`config.mk`:
```
export PLATFORM = sky130hd
export DESIGN_NAME = circle_rasterizer_core
export DESIGN_NICKNAME = d
export VERILOG_FILES = /design/src/rtl/crast_pkg.sv /design/src/rtl/crast_front.sv /design/src/rtl/crast_queue.sv /design/src/rtl/crast_back.sv /design/src/rtl/circle_rasterizer_core.sv
export VERILOG_INCLUDE_DIRS = /design/src /design/src/rtl
export SDC_FILE = /design/constraint.sdc
export NUM_CORES = 1
export LEC_CHECK = 0
export BUFFER_PORTS_ARGS = -buffer_cell sky130_fd_sc_hd__buf_2
export CAP_MARGIN = 20
export CORE_MARGIN = 1
export CORE_UTILIZATION = 41
export DETAILED_ROUTE_END_ITERATION = 16
export PLACE_DENSITY_LB_ADDON = 0.1
export SLEW_MARGIN = 30
export SYNTH_ARGS = -nofsm -noshare
export SYNTH_HDL_FRONTEND = slang
export SYNTH_SLANG_ARGS = --single-unit
```
`constraint.sdc`:
```
create_clock -name aclk -period 7.15 [get_ports aclk]
set_clock_uncertainty 0.1 [all_clocks]
set_input_delay 1.43 -clock aclk [delete_from_list [all_inputs] [get_ports aclk]]
set_output_delay 1.43 -clock aclk [all_outputs]
set_load 0.005 [all_outputs]
```
`src/rtl/circle_rasterizer_core_assert.svh`:
```
// ---------------------------------------------------------------------------
// Assertion macros for the circle rasterizer core
// Concurrent checks clocked on aclk, disabled while aresetn is low.
// ---------------------------------------------------------------------------
`ifndef CIRCLE_RASTERIZER_CORE_ASSERT_SVH
`define CIRCLE_RASTERIZER_CORE_ASSERT_SVH

// same-cycle implication
`define CRAST_ASSERT_IMP(lbl, clk, rst_n, ante, cons, msg) \
    lbl: assert property (@(posedge clk) disable iff (!rst_n) (ante) |-> (cons)) \
        else $error(msg);

// next-cycle implication
`define CRAST_ASSERT_NXT(lbl, clk, rst_n, ante, cons, msg) \
    lbl: assert property (@(posedge clk) disable iff (!rst_n) (ante) |=> (cons)) \
        else $error(msg);

`endif

```
`src/rtl/crast_pkg.sv`:
```
// ---------------------------------------------------------------------------
// crast_pkg
// Shared types and constants of the circle rasterizer core.
// ---------------------------------------------------------------------------
`default_nettype none

package crast_pkg;

    localparam int COORD_BITS_DEF = 14;
    localparam int DEC_BITS       = 20;

    // item kinds
    localparam logic KIND_START   = 1'b0;
    localparam logic KIND_ADVANCE = 1'b1;

    // group sizes
    localparam int IDX_BITS        = 3;
    localparam int POINTS_PER_GRP  = 8;
    localparam int SPANS_PER_GRP   = 4;

    localparam int QUEUE_DEPTH = 2;

    // per-group control carried with each queued step
    typedef struct packed {
        logic fill;
        logic done;
    } crast_ctl_t;

endpackage

`default_nettype wire

```
`src/rtl/crast_front.sv`:
```
// ---------------------------------------------------------------------------
// crast_front
// Decodes start/advance items, runs one midpoint step per advance while a
// circle is active and pushes the resulting group descriptor into the queue.
// ---------------------------------------------------------------------------
`default_nettype none

module crast_front #(
    parameter int COORD_BITS = crast_pkg::COORD_BITS_DEF
) (
    input  wire logic                    aclk,
    input  wire logic                    aresetn,
    input  wire logic                    in_accept,
    input  wire logic                    in_kind,
    input  wire logic [COORD_BITS-1:0]   in_cx,
    input  wire logic [COORD_BITS-1:0]   in_cy,
    input  wire logic [COORD_BITS-2:0]   in_radius,
    input  wire logic                    in_fill,
    output logic                         push,
    output logic [COORD_BITS-1:0]        push_cx,
    output logic [COORD_BITS-1:0]        push_cy,
    output logic [COORD_BITS-1:0]        push_x,
    output logic [COORD_BITS-1:0]        push_y,
    output crast_pkg::crast_ctl_t        push_ctl,
    output logic                         active
);
    import crast_pkg::*;

    localparam int EW = COORD_BITS + DEC_BITS;

    logic [COORD_BITS-1:0] cx_reg, cy_reg, x_reg, y_reg;
    logic [COORD_BITS-1:0] cx_next, cy_next, x_next, y_next;
    logic [DEC_BITS-1:0]   dec_reg, dec_next;
    logic                  fill_reg, fill_next;
    logic                  active_reg, active_next;

    logic signed [EW-1:0]  xs, ys, ds, x1, y1, dsum, dstart;
    logic                  d_pos, step_done;

    function automatic logic [DEC_BITS-1:0] dsum_start(input logic signed [EW-1:0] v);
        dsum_start = v[DEC_BITS-1:0];
    endfunction

    always_comb begin
        xs     = {{(EW-COORD_BITS){x_reg[COORD_BITS-1]}}, x_reg};
        ys     = {{(EW-COORD_BITS){y_reg[COORD_BITS-1]}}, y_reg};
        ds     = {{(EW-DEC_BITS){dec_reg[DEC_BITS-1]}}, dec_reg};
        d_pos  = ($signed(dec_reg) > 0);
        x1     = xs + EW'(1);
        y1     = d_pos ? ys - EW'(1) : ys;
        dsum   = d_pos ? ds + ((x1 - y1) <<< 2) + EW'(10)
                       : ds + (x1 <<< 2) + EW'(6);
        dstart = EW'(3) - ({{(EW-COORD_BITS+1){1'b0}}, in_radius} <<< 1);
        step_done = ($signed(y1[COORD_BITS-1:0]) < $signed(x1[COORD_BITS-1:0]));
    end

    always_comb begin
        cx_next     = cx_reg;
        cy_next     = cy_reg;
        x_next      = x_reg;
        y_next      = y_reg;
        dec_next    = dec_reg;
        fill_next   = fill_reg;
        active_next = active_reg;
        push        = 1'b0;
        push_ctl    = '{fill: fill_reg, done: 1'b0};
        if (in_accept) begin
            if (in_kind == KIND_START) begin
                cx_next     = in_cx;
                cy_next     = in_cy;
                x_next      = '0;
                y_next      = {1'b0, in_radius};
                dec_next    = dsum_start(dstart);
                fill_next   = in_fill;
                active_next = 1'b1;
                push        = 1'b1;
                push_ctl    = '{fill: in_fill, done: 1'b0};
            end else if (active_reg) begin
                x_next      = x1[COORD_BITS-1:0];
                y_next      = y1[COORD_BITS-1:0];
                dec_next    = dsum[DEC_BITS-1:0];
                active_next = !step_done;
                push        = 1'b1;
                push_ctl    = '{fill: fill_reg, done: step_done};
            end
        end
        push_cx = cx_next;
        push_cy = cy_next;
        push_x  = x_next;
        push_y  = y_next;
    end

    always_ff @(posedge aclk) begin
        if (!aresetn) begin
            cx_reg     <= '0;
            cy_reg     <= '0;
            x_reg      <= '0;
            y_reg      <= '0;
            dec_reg    <= '0;
            fill_reg   <= 1'b0;
            active_reg <= 1'b0;
        end else begin
            cx_reg     <= cx_next;
            cy_reg     <= cy_next;
            x_reg      <= x_next;
            y_reg      <= y_next;
            dec_reg    <= dec_next;
            fill_reg   <= fill_next;
            active_reg <= active_next;
        end
    end

    assign active = active_reg;

endmodule

`default_nettype wire

```
`src/rtl/crast_queue.sv`:
```
// ---------------------------------------------------------------------------
// crast_queue
// Small register FIFO of group descriptors between front and back.
// ---------------------------------------------------------------------------
`default_nettype none

module crast_queue #(
    parameter int COORD_BITS = crast_pkg::COORD_BITS_DEF
) (
    input  wire logic                    aclk,
    input  wire logic                    aresetn,
    input  wire logic                    push,
    input  wire logic [COORD_BITS-1:0]   push_cx,
    input  wire logic [COORD_BITS-1:0]   push_cy,
    input  wire logic [COORD_BITS-1:0]   push_x,
    input  wire logic [COORD_BITS-1:0]   push_y,
    input  wire crast_pkg::crast_ctl_t   push_ctl,
    output logic                         full,
    input  wire logic                    pop,
    output logic                         head_valid,
    output logic [COORD_BITS-1:0]        head_cx,
    output logic [COORD_BITS-1:0]        head_cy,
    output logic [COORD_BITS-1:0]        head_x,
    output logic [COORD_BITS-1:0]        head_y,
    output crast_pkg::crast_ctl_t        head_ctl,
    output logic [$clog2(crast_pkg::QUEUE_DEPTH+1)-1:0] level
);
    import crast_pkg::*;

    localparam int PW = $clog2(QUEUE_DEPTH);
    localparam int CW = $clog2(QUEUE_DEPTH+1);
    localparam int EB = 4*COORD_BITS + $bits(crast_ctl_t);

    logic [EB-1:0] mem [QUEUE_DEPTH];
    logic [PW-1:0] wr_ptr_reg, wr_ptr_next, rd_ptr_reg, rd_ptr_next;
    logic [CW-1:0] cnt_reg, cnt_next;
    logic          do_push, do_pop;

    assign full       = (cnt_reg == CW'(QUEUE_DEPTH));
    assign head_valid = (cnt_reg != '0);
    assign level      = cnt_reg;
    assign do_push    = push && !full;
    assign do_pop     = pop && head_valid;

    assign {head_cx, head_cy, head_x, head_y, head_ctl} = mem[rd_ptr_reg];

    always_comb begin
        wr_ptr_next = wr_ptr_reg;
        rd_ptr_next = rd_ptr_reg;
        if (do_push) begin
            wr_ptr_next = (wr_ptr_reg == PW'(QUEUE_DEPTH-1)) ? '0 : wr_ptr_reg + 1'b1;
        end
        if (do_pop) begin
            rd_ptr_next = (rd_ptr_reg == PW'(QUEUE_DEPTH-1)) ? '0 : rd_ptr_reg + 1'b1;
        end
        cnt_next = cnt_reg + CW'(do_push) - CW'(do_pop);
    end

    always_ff @(posedge aclk) begin
        if (do_push) begin
            mem[wr_ptr_reg] <= {push_cx, push_cy, push_x, push_y, push_ctl};
        end
    end

    always_ff @(posedge aclk) begin
        if (!aresetn) begin
            wr_ptr_reg <= '0;
            rd_ptr_reg <= '0;
            cnt_reg    <= '0;
        end else begin
            wr_ptr_reg <= wr_ptr_next;
            rd_ptr_reg <= rd_ptr_next;
            cnt_reg    <= cnt_next;
        end
    end

endmodule

`default_nettype wire

```
`src/rtl/crast_back.sv`:
```
// ---------------------------------------------------------------------------
// crast_back
// Expands the head group descriptor into points or spans, one per cycle
// while out_ready is high and a descriptor is queued, through a registered output stage.
// ---------------------------------------------------------------------------
`default_nettype none

module crast_back #(
    parameter int COORD_BITS = crast_pkg::COORD_BITS_DEF
) (
    input  wire logic                    aclk,
    input  wire logic                    aresetn,
    input  wire logic                    head_valid,
    input  wire logic [COORD_BITS-1:0]   head_cx,
    input  wire logic [COORD_BITS-1:0]   head_cy,
    input  wire logic [COORD_BITS-1:0]   head_x,
    input  wire logic [COORD_BITS-1:0]   head_y,
    input  wire crast_pkg::crast_ctl_t   head_ctl,
    output logic                         pop,
    output logic                         out_valid,
    input  wire logic                    out_ready,
    output logic [COORD_BITS:0]          out_pos_x,
    output logic [COORD_BITS:0]          out_pos_y,
    output logic [COORD_BITS:0]          out_end_x,
    output logic                         out_is_span,
    output logic                         out_last,
    output logic                         out_done
);
    import crast_pkg::*;

    localparam int OW = COORD_BITS + 1;

    logic [IDX_BITS-1:0] idx_reg, idx_next;
    logic                valid_reg, valid_next;
    logic [OW-1:0]       px_reg, py_reg, ex_reg;
    logic                span_reg, last_reg, done_reg;

    logic                load, is_last, sel_swap, neg_h, neg_v;
    logic signed [OW-1:0] cx_e, cy_e, h_e, v_e, cx_p, cx_m, cy_p, cy_m;
    logic [OW-1:0]       px_c, py_c, ex_c;

    always_comb begin
        if (head_ctl.fill) begin
            // spans: rows at +-y use x half-width, rows at +-x use y
            sel_swap = idx_reg[1];
            neg_v    = idx_reg[0];
            neg_h    = 1'b1;
            is_last  = (idx_reg == IDX_BITS'(SPANS_PER_GRP-1));
        end else begin
            sel_swap = idx_reg[2];
            neg_v    = idx_reg[1];
            neg_h    = idx_reg[0];
            is_last  = (idx_reg == IDX_BITS'(POINTS_PER_GRP-1));
        end
        cx_e = {head_cx[COORD_BITS-1], head_cx};
        cy_e = {head_cy[COORD_BITS-1], head_cy};
        h_e  = sel_swap ? {head_y[COORD_BITS-1], head_y} : {head_x[COORD_BITS-1], head_x};
        v_e  = sel_swap ? {head_x[COORD_BITS-1], head_x} : {head_y[COORD_BITS-1], head_y};
        cx_p = cx_e + h_e;
        cx_m = cx_e - h_e;
        cy_p = cy_e + v_e;
        cy_m = cy_e - v_e;
        px_c = neg_h ? cx_m : cx_p;
        py_c = neg_v ? cy_m : cy_p;
        ex_c = head_ctl.fill ? cx_p : px_c;
    end

    assign load = head_valid && (!valid_reg || out_ready);
    assign pop  = load && is_last;

    always_comb begin
        idx_next   = idx_reg;
        valid_next = valid_reg;
        if (load) begin
            idx_next   = is_last ? '0 : idx_reg + 1'b1;
            valid_next = 1'b1;
        end else if (out_ready) begin
            valid_next = 1'b0;
        end
    end

    always_ff @(posedge aclk) begin
        if (load) begin
            px_reg   <= px_c;
            py_reg   <= py_c;
            ex_reg   <= ex_c;
            span_reg <= head_ctl.fill;
            last_reg <= is_last;
            done_reg <= head_ctl.done;
        end
    end

    always_ff @(posedge aclk) begin
        if (!aresetn) begin
            idx_reg   <= '0;
            valid_reg <= 1'b0;
        end else begin
            idx_reg   <= idx_next;
            valid_reg <= valid_next;
        end
    end

    assign out_valid   = valid_reg;
    assign out_pos_x   = px_reg;
    assign out_pos_y   = py_reg;
    assign out_end_x   = ex_reg;
    assign out_is_span = span_reg;
    assign out_last    = last_reg;
    assign out_done    = done_reg;

endmodule

`default_nettype wire

```
`src/rtl/circle_rasterizer_core.sv`:
```
// ---------------------------------------------------------------------------
// circle_rasterizer_core
// Midpoint circle generator: start/advance items in, points or spans out.
// ---------------------------------------------------------------------------
//
//  channel   dir  handshake           contents
//  s_*       in   s_tvalid/s_tready   start or advance item, kind on tuser
//  m_*       out  m_tvalid/m_tready   point or span beat, group end on tlast
//
//  Each accepted item yields one group: 8 point beats in outline mode,
//  4 span beats in fill mode, one beat per cycle from the output register
//  while m_tready is high; an advance after the circle ended yields nothing.
//  Throughput is bound by the single back-end expansion unit. Front step
//  logic takes an item per cycle while the 2-entry group queue has room,
//  so it runs ahead of the back end.
//  Reset (aresetn low, synchronous) clears state, queue and output valid.
//  m_tready low stalls the back end; s_tready drops only when the queue fills.
//
`default_nettype none

module circle_rasterizer_core #(
    parameter int COORD_BITS = crast_pkg::COORD_BITS_DEF
) (
    input  wire logic                                aclk,
    input  wire logic                                aresetn,
    // input item
    input  wire logic                                s_tvalid,
    output logic                                     s_tready,
    // tdata: center_x, center_y, radius, fill_mode (zero padded to bytes)
    input  wire logic [((3*COORD_BITS+7)/8)*8-1:0]   s_tdata,
    // tuser: kind
    input  wire logic                                s_tuser,
    // result beat
    output logic                                     m_tvalid,
    input  wire logic                                m_tready,
    // tdata: pos_x, pos_y, end_x (zero padded to bytes)
    output logic [((3*(COORD_BITS+1)+7)/8)*8-1:0]    m_tdata,
    // tuser: is_span, circle_done
    output logic [1:0]                               m_tuser,
    // tlast: last_in_group
    output logic                                     m_tlast
);
    import crast_pkg::*;

    `include "circle_rasterizer_core_assert.svh"

    localparam int OUT_W = ((3*(COORD_BITS+1)+7)/8)*8;

    logic                  s_accept;
    logic                  push, full, pop, head_valid, active;
    logic [COORD_BITS-1:0] push_cx, push_cy, push_x, push_y;
    logic [COORD_BITS-1:0] head_cx, head_cy, head_x, head_y;
    crast_ctl_t            push_ctl, head_ctl;
    logic [$clog2(QUEUE_DEPTH+1)-1:0] q_level;
    logic [COORD_BITS:0]   pos_x, pos_y, end_x;
    logic                  is_span, circle_done;

    assign s_tready = !full;
    assign s_accept = s_tvalid && s_tready;

    // front: decode and step
    crast_front #(.COORD_BITS(COORD_BITS)) u_front (
        .aclk      (aclk),
        .aresetn   (aresetn),
        .in_accept (s_accept),
        .in_kind   (s_tuser),
        .in_cx     (s_tdata[COORD_BITS-1:0]),
        .in_cy     (s_tdata[2*COORD_BITS-1:COORD_BITS]),
        .in_radius (s_tdata[3*COORD_BITS-2:2*COORD_BITS]),
        .in_fill   (s_tdata[3*COORD_BITS-1]),
        .push      (push),
        .push_cx   (push_cx),
        .push_cy   (push_cy),
        .push_x    (push_x),
        .push_y    (push_y),
        .push_ctl  (push_ctl),
        .active    (active)
    );

    // group descriptors waiting for expansion
    crast_queue #(.COORD_BITS(COORD_BITS)) u_queue (
        .aclk       (aclk),
        .aresetn    (aresetn),
        .push       (push),
        .push_cx    (push_cx),
        .push_cy    (push_cy),
        .push_x     (push_x),
        .push_y     (push_y),
        .push_ctl   (push_ctl),
        .full       (full),
        .pop        (pop),
        .head_valid (head_valid),
        .head_cx    (head_cx),
        .head_cy    (head_cy),
        .head_x     (head_x),
        .head_y     (head_y),
        .head_ctl   (head_ctl),
        .level      (q_level)
    );

    // back: one beat per cycle while m_tready is high
    crast_back #(.COORD_BITS(COORD_BITS)) u_back (
        .aclk        (aclk),
        .aresetn     (aresetn),
        .head_valid  (head_valid),
        .head_cx     (head_cx),
        .head_cy     (head_cy),
        .head_x      (head_x),
        .head_y      (head_y),
        .head_ctl    (head_ctl),
        .pop         (pop),
        .out_valid   (m_tvalid),
        .out_ready   (m_tready),
        .out_pos_x   (pos_x),
        .out_pos_y   (pos_y),
        .out_end_x   (end_x),
        .out_is_span (is_span),
        .out_last    (m_tlast),
        .out_done    (circle_done)
    );

    assign m_tdata = OUT_W'({end_x, pos_y, pos_x});
    assign m_tuser = {circle_done, is_span};

    // a group streams without gaps once its first beat is out
    `CRAST_ASSERT_NXT(a_group_no_gap, aclk, aresetn, m_tvalid && m_tready && !m_tlast, m_tvalid, "group beat gap")

    // points carry identical ends
    `CRAST_ASSERT_IMP(a_point_ends, aclk, aresetn, m_tvalid && !is_span, pos_x == end_x, "point end_x mismatch")

    // advance with no circle running leaves the queue untouched
    `CRAST_ASSERT_IMP(a_idle_advance, aclk, aresetn, s_accept && (s_tuser == KIND_ADVANCE) && !active, !push, "idle advance pushed a group")

    // ready reflects queue occupancy
    `CRAST_ASSERT_IMP(a_ready_level, aclk, aresetn, !s_tready, q_level == ($clog2(QUEUE_DEPTH+1))'(QUEUE_DEPTH), "ready low without full queue")

endmodule

`default_nettype wire

```
Word-level counts from Yosys, hierarchy flattened
Memory sizes are Yosys's and may differ from the RTL's. A register that Yosys moved wholly into a read port is not among the register bits.
Cells that the tools add are included.
- eq/ne operators: 4
- order comparisons: 2
- $add $sub $neg: 17
- reductions and logical operators: 13
- bitwise gates (word level): 1
- multiplexer cells: 40
- operators by type and width (cell ; number):
    $mux W14 ; 10
    $mux W15 ; 5
    $mux W20 ; 3
    $add A14 B15 Y15 ; 2
    $sub A14 B15 Y15 ; 2
    $add A20 B17 Y20 ; 1
    $add A20 B20 Y20 ; 1
    $add A20 B4 Y20 const B ; 1
    $add A20 B5 Y20 const B ; 1
    $gt A20 B1 Y1 const B ; 1
    $mux W1 ; 18
    $mux W18 ; 1
    $sub A15 B18 Y18 ; 1
    $add A14 B2 Y15 const B ; 1
    $sub A14 B2 Y15 const B ; 1
    $sub A2 B14 Y15 const A ; 1
    $lt A14 B14 Y1 ; 1
    $logic_and A1 B1 Y1 ; 5
    $mux W2 ; 2
    $reduce_and A2 Y1 ; 2
    $reduce_bool A2 Y1 ; 2
    $add A3 B1 Y3 const B ; 1
    $eq A3 B2 Y1 const B ; 1
    $eq A3 B3 Y1 const B ; 1
    other kinds (9) ; 12
- RAM bits: 116
- register bits after elaboration: 134
- memories kept: 1
- output and inout bits: 53
- input bits: 53
- memories (memory ; depth ; bits a word ; rd ports ; clocked after Yosys merged registers in ; write ports ; RTL line ; text):
    u_queue.mem ; 2 ; 58 ; 1 ; 1 ; 1 ; crast_queue.sv:34 ; logic [EB-1:0] mem [QUEUE_DEPTH];

Depth between registers and ports, before layout
- depth after elaboration: 8
- mapped depth: 27
- depth with buffers taken out: 26

Modules after synthesis
A second synthesis with hierarchy kept.
- cells, all modules: 1637
- area total of the unflattened synthesis: 16254.3 µm²
- by module, submodules not included (module ; instances ; cells each ; area an instance (µm²) ; sequential area each (µm²)):
    crast_front ; 1 ; 957 ; 7226.9 ; 1561.5
    crast_queue ; 1 ; 207 ; 4496.8 ; 3583.4
    crast_back ; 1 ; 465 ; 4479.3 ; 1491.4
    circle_rasterizer_core ; 1 ; 8 ; 51.3 ; 0.0

Worst setup path after synthesis
Ideal clock, no wire load.
- path type: reg2reg
- start point: register u_front.dec_reg[7]
- end point: register u_front.dec_reg[19]
- stages on the path, launching flop included: 27
- path slack: 1380 ps
- arrival: 5612 ps
- cell sequence: dfxtp_1 nor4_1 nand2_1 o21ai_1 clkbuf_1 buf_2 xnor2_1 ha_1 inv_1 ha_1 o41ai_1 a31oi_1 o21a_1 o21ai_0 a2111oi_0 o21ai_1 nor2b_1 xnor2_1 ha_1 ha_1 or3_1 a211o_1 a31o_2 a21oi_1 xor3_1 nor2_1 o21a_1
- longest elaborated chain between the ends: 8
- RTL lines (item ; RTL line ; text):
    start: declaration ; crast_front.sv:33 ; logic [DEC_BITS-1:0] dec_reg, dec_next;
    start signal: assignment ; crast_front.sv:107 ; dec_reg <= dec_next;
    $gt A20 B1 Y1 ; crast_front.sv:48 ; d_pos = ($signed(dec_reg) > 0);
    $mux W18 ; crast_front.sv:50 ; y1 = d_pos ? ys - EW'(1) : ys;
    $sub A15 B18 Y18 ; crast_front.sv:51 ; dsum = d_pos ? ds + ((x1 - y1) <<< 2) + EW'(10)
    $add A20 B20 Y20 ; crast_front.sv:51 ;
    $add A20 B5 Y20 ; crast_front.sv:51 ;
    $mux W20 * ; crast_front.sv:51 ;
    $mux W20 * ; crast_front.sv:78 ; end else if (active_reg) begin
    $mux W20 * ; crast_front.sv:68 ; if (in_kind == KIND_START) begin
Mark *: on every way between the ends. The rest lies on a longest branch, timed or not. The select of a mux whose other input is x is not followed.
A chain may end at the register's enable or synchronous reset.

Worst setup path after layout
- start point: register u_front.dec_reg[1]
- end point: register u_front.dec_reg[19]
Same word-level chain as after synthesis.

==> qor.csv <==
metric,value,unit
slowest_delay,0.54,ns
grt_pass1_wl,61.17,mm
placementRows,71,
regToRegStartpoint,u_front.dec_reg[1],
synth_warnings,0,
yosysTopAreaCell,edfxtp_1,
cp_slowest_cell,nor4_1,
p_per_area,274.6,nW/um^2
clkSlewWorstSetupHoldPaths,0.06,ns
worstPathRequired,7.53,ns
startpoint,u_front.dec_reg[1],
synthToLayoutAreaGrowth,12.38,%
drc,0,
critPathLaunchType,flip-flop,
synthArstFlopShare,0,
yosys-top-cells-count,"nand2_1, edfxtp_1, ha_1",
synthSimpleGateAreaFrac,0.1499,
htreeDepth,1,
die_w,198.4,um
cts_made_buffers,27,
maxCapViolations,0,
hold_depth,1,
synth_mux_area_frac,0.07038,
power_frac_comb,0.348,
cts_resized,0,
coreArea,37840,sq um
die_h,198.4,um
end_kind,flip-flop,
syn_inst,1591,
largest_reg_flops,116,
start_util,0.4181,
fin_setup_tns,0,ns
synth_top_flop_cell,edfxtp_1,
ys_types,70,
clkLatencyLatePin,0.54,ns
critPathArrivalTime,6.81,ns
synth_top_family_by_area,simple AND/OR/NAND/NOR gates,
finalNetCount,1869,
synth-edff-count,163,
wl_per_cell,17.60,um
cts.sinks,250,
min_period,6.431,ns
grt_max_degree,88,
syn-cell-area,15820,sq um
post-synth-top-count-cell,nand2_1,
clock_path_buffers,3,
dp_hpwl,28.48,mm
seqPwrFrac,0.371,
ir_drop,0.0001390,V
max_slew.worst_pin.slew,0.8991,ns
drive_gt1_frac,0.1413,
pwr-share-clk,0.281,
grtUsageTotal,0.1996,
gp_congestion,0.8795,
setup-violations-final,0,
dieArea,39380,sq um
min_path_type,reg -> reg,
post-place-cells,2154,
vias_per_cell,5.280,
crit_fanout,8,
outcome,finished clean,
p_sw,1.620,mW
r2r_cells,24,
cts_hold_buf,0,
finalMaxSlewViolations,0,
synth_compound_gate_area_share,0.1339,
max_freq,155.5,MHz
firstDrtPassIters,5,
grt_pass1_vias,11400,
portBuffers,96,
stdcell_count,2203,
num_vias,11630,
rsz0062_at_grt,no,
yosysSeqAreaShare,0.4195,
synth_xor_area_frac,0.06904,
relSlewSlack,0.4006,
cts_tree,yes,
overflow,0,
holdWs,0.3772,ns
min_from,u_front.dec_reg[0],
drt-total-wl,38.78,mm
hold_viol_final,0,
cts_root_buf,clkbuf_16,
internal_power,3.264,mW
diodes,0,
critPathKind,reg -> reg,
synthAdderAreaFrac,0.1163,
synth-seq-cells,250,
synth_top_area_share,0.3094,
cts_setup_buffers,0,
ios,106,
antenna_found_initial,0,
synth_area_per_cell,9.944,sq um
synth.area.top_cells,"edfxtp_1, dfxtp_1, ha_1, nand2_1, xnor2_1",
crit_top_cell,ha_1,
first_iter_violations,638,
p_sw_frac,0.3317,
ant_nets,0,
post-route-period-util,0.8994,
leakagePower,7.296,nW
path_cells,nor4_1 -> and3_1 -> a211oi_2 -> nand2b_1 -> xor2_1 -> inv_1 -> ha_1 -> nand4_1 -> a31oi_1 -> o21a_1 -> o21ai_0 -> a2111oi_0 -> o21ai_1 -> nor2b_1 -> xnor2_1 -> ha_1 -> ha_1 -> or3_1 -> a211o_1 -> a31o_2 -> a21oi_1 -> xor3_1 -> nor2_1 -> o21a_1,
-- power groups by stage --
stage	clock (mW)	combinational [mW]	sequential [mW]
after floorplan	0	1.26	1.84
after global placement	0	1.68	1.84
after detailed placement	0	1.70	1.84
after CTS	1.41	1.71	1.81
after global routing	1.46	1.93	1.83
final	1.37	1.70	1.81
-- metal layers --
metal | track usage | share of wire | routed length, um | vias up
met1 | 0.2632 | 0.47 | 18090 | 5519
met5 | 0 | 0 | 0 | -
met3 | 0.01984 | 0.034 | 1318 | 55
met2 | 0.3461 | 0.48 | 18490 | 201
met4 | 0.05783 | 0.023 | 883 | 0
li1 | - | - | - | 5856
-- through the flow --
step                setup slack, ns  area (sq um)  power, mW    util
floorplan                     1.380         15830      3.096       -
global placement             0.7155         16840      3.515  0.4451
detailed placement           0.6450         16900      3.547  0.4465
CTS                          0.5939         17780      4.937  0.4697
global route                 0.1382         17780      5.217  0.4698
finish                       0.7190         17780      4.883  0.4698
-- cell families after synthesis --
logic type	count (synthesis)
AND/OR/NAND/NOR	498
AO/OA/AOI/OAI	339
flip-flops	250
buffers and inverters	164
adder cells (fa/ha/maj)	144
XOR/XNOR	123
multiplexers	72
other	1
-- worst max-delay path: cells and delay by family, from the launching register on --
| kind | cells | cell delay, ns |
|---|---|---|
| AO/OA/AOI/OAI | 10 | 2.29 |
| XOR/XNOR | 3 | 0.73 |
| adder cells (fa/ha/maj) | 3 | 0.87 |
| buffers and inverters | 1 | 0.07 |
| flip-flops | 1 | 0.35 |
| AND/OR/NAND/NOR | 7 | 1.97 |
-- cell usage in the layout (no fill, tap or decap), types with 71 or more instances in the layout --
cell,count
dfxtp_1,86
ha_1,139
a21oi_1,97
edfxtp_1,163
nor2_1,83
nand2_1,195
buf_2,95
inv_1,95
and2_1,71
xnor2_1,80
o21ai_0,84
-- area by class of cell --
type / count / area (sq um)
Clock buffer: 33 / 760.7
Clock inverter: 16 / 118.9
Fill cell: 3629 / 20060
Inverter: 97 / 364.1
Multi-Input combinational cell: 1179 / 8573
Sequential cell: 250 / 6640
Tap cell: 511 / 639.4
Timing Repair Buffer: 117 / 684.4
-- path summary, 6_finish.rpt --
path / slack, ns / endpoint
worst max-delay path: 0.72 / u_front.dec_reg[19]
worst min register to register: 0.38 / u_front.dec_reg[0]
worst max register to register: 0.72 / u_front.dec_reg[19]
worst min-delay path: 0.38 / u_front.dec_reg[0]
(Power assumes the default switching activity.)
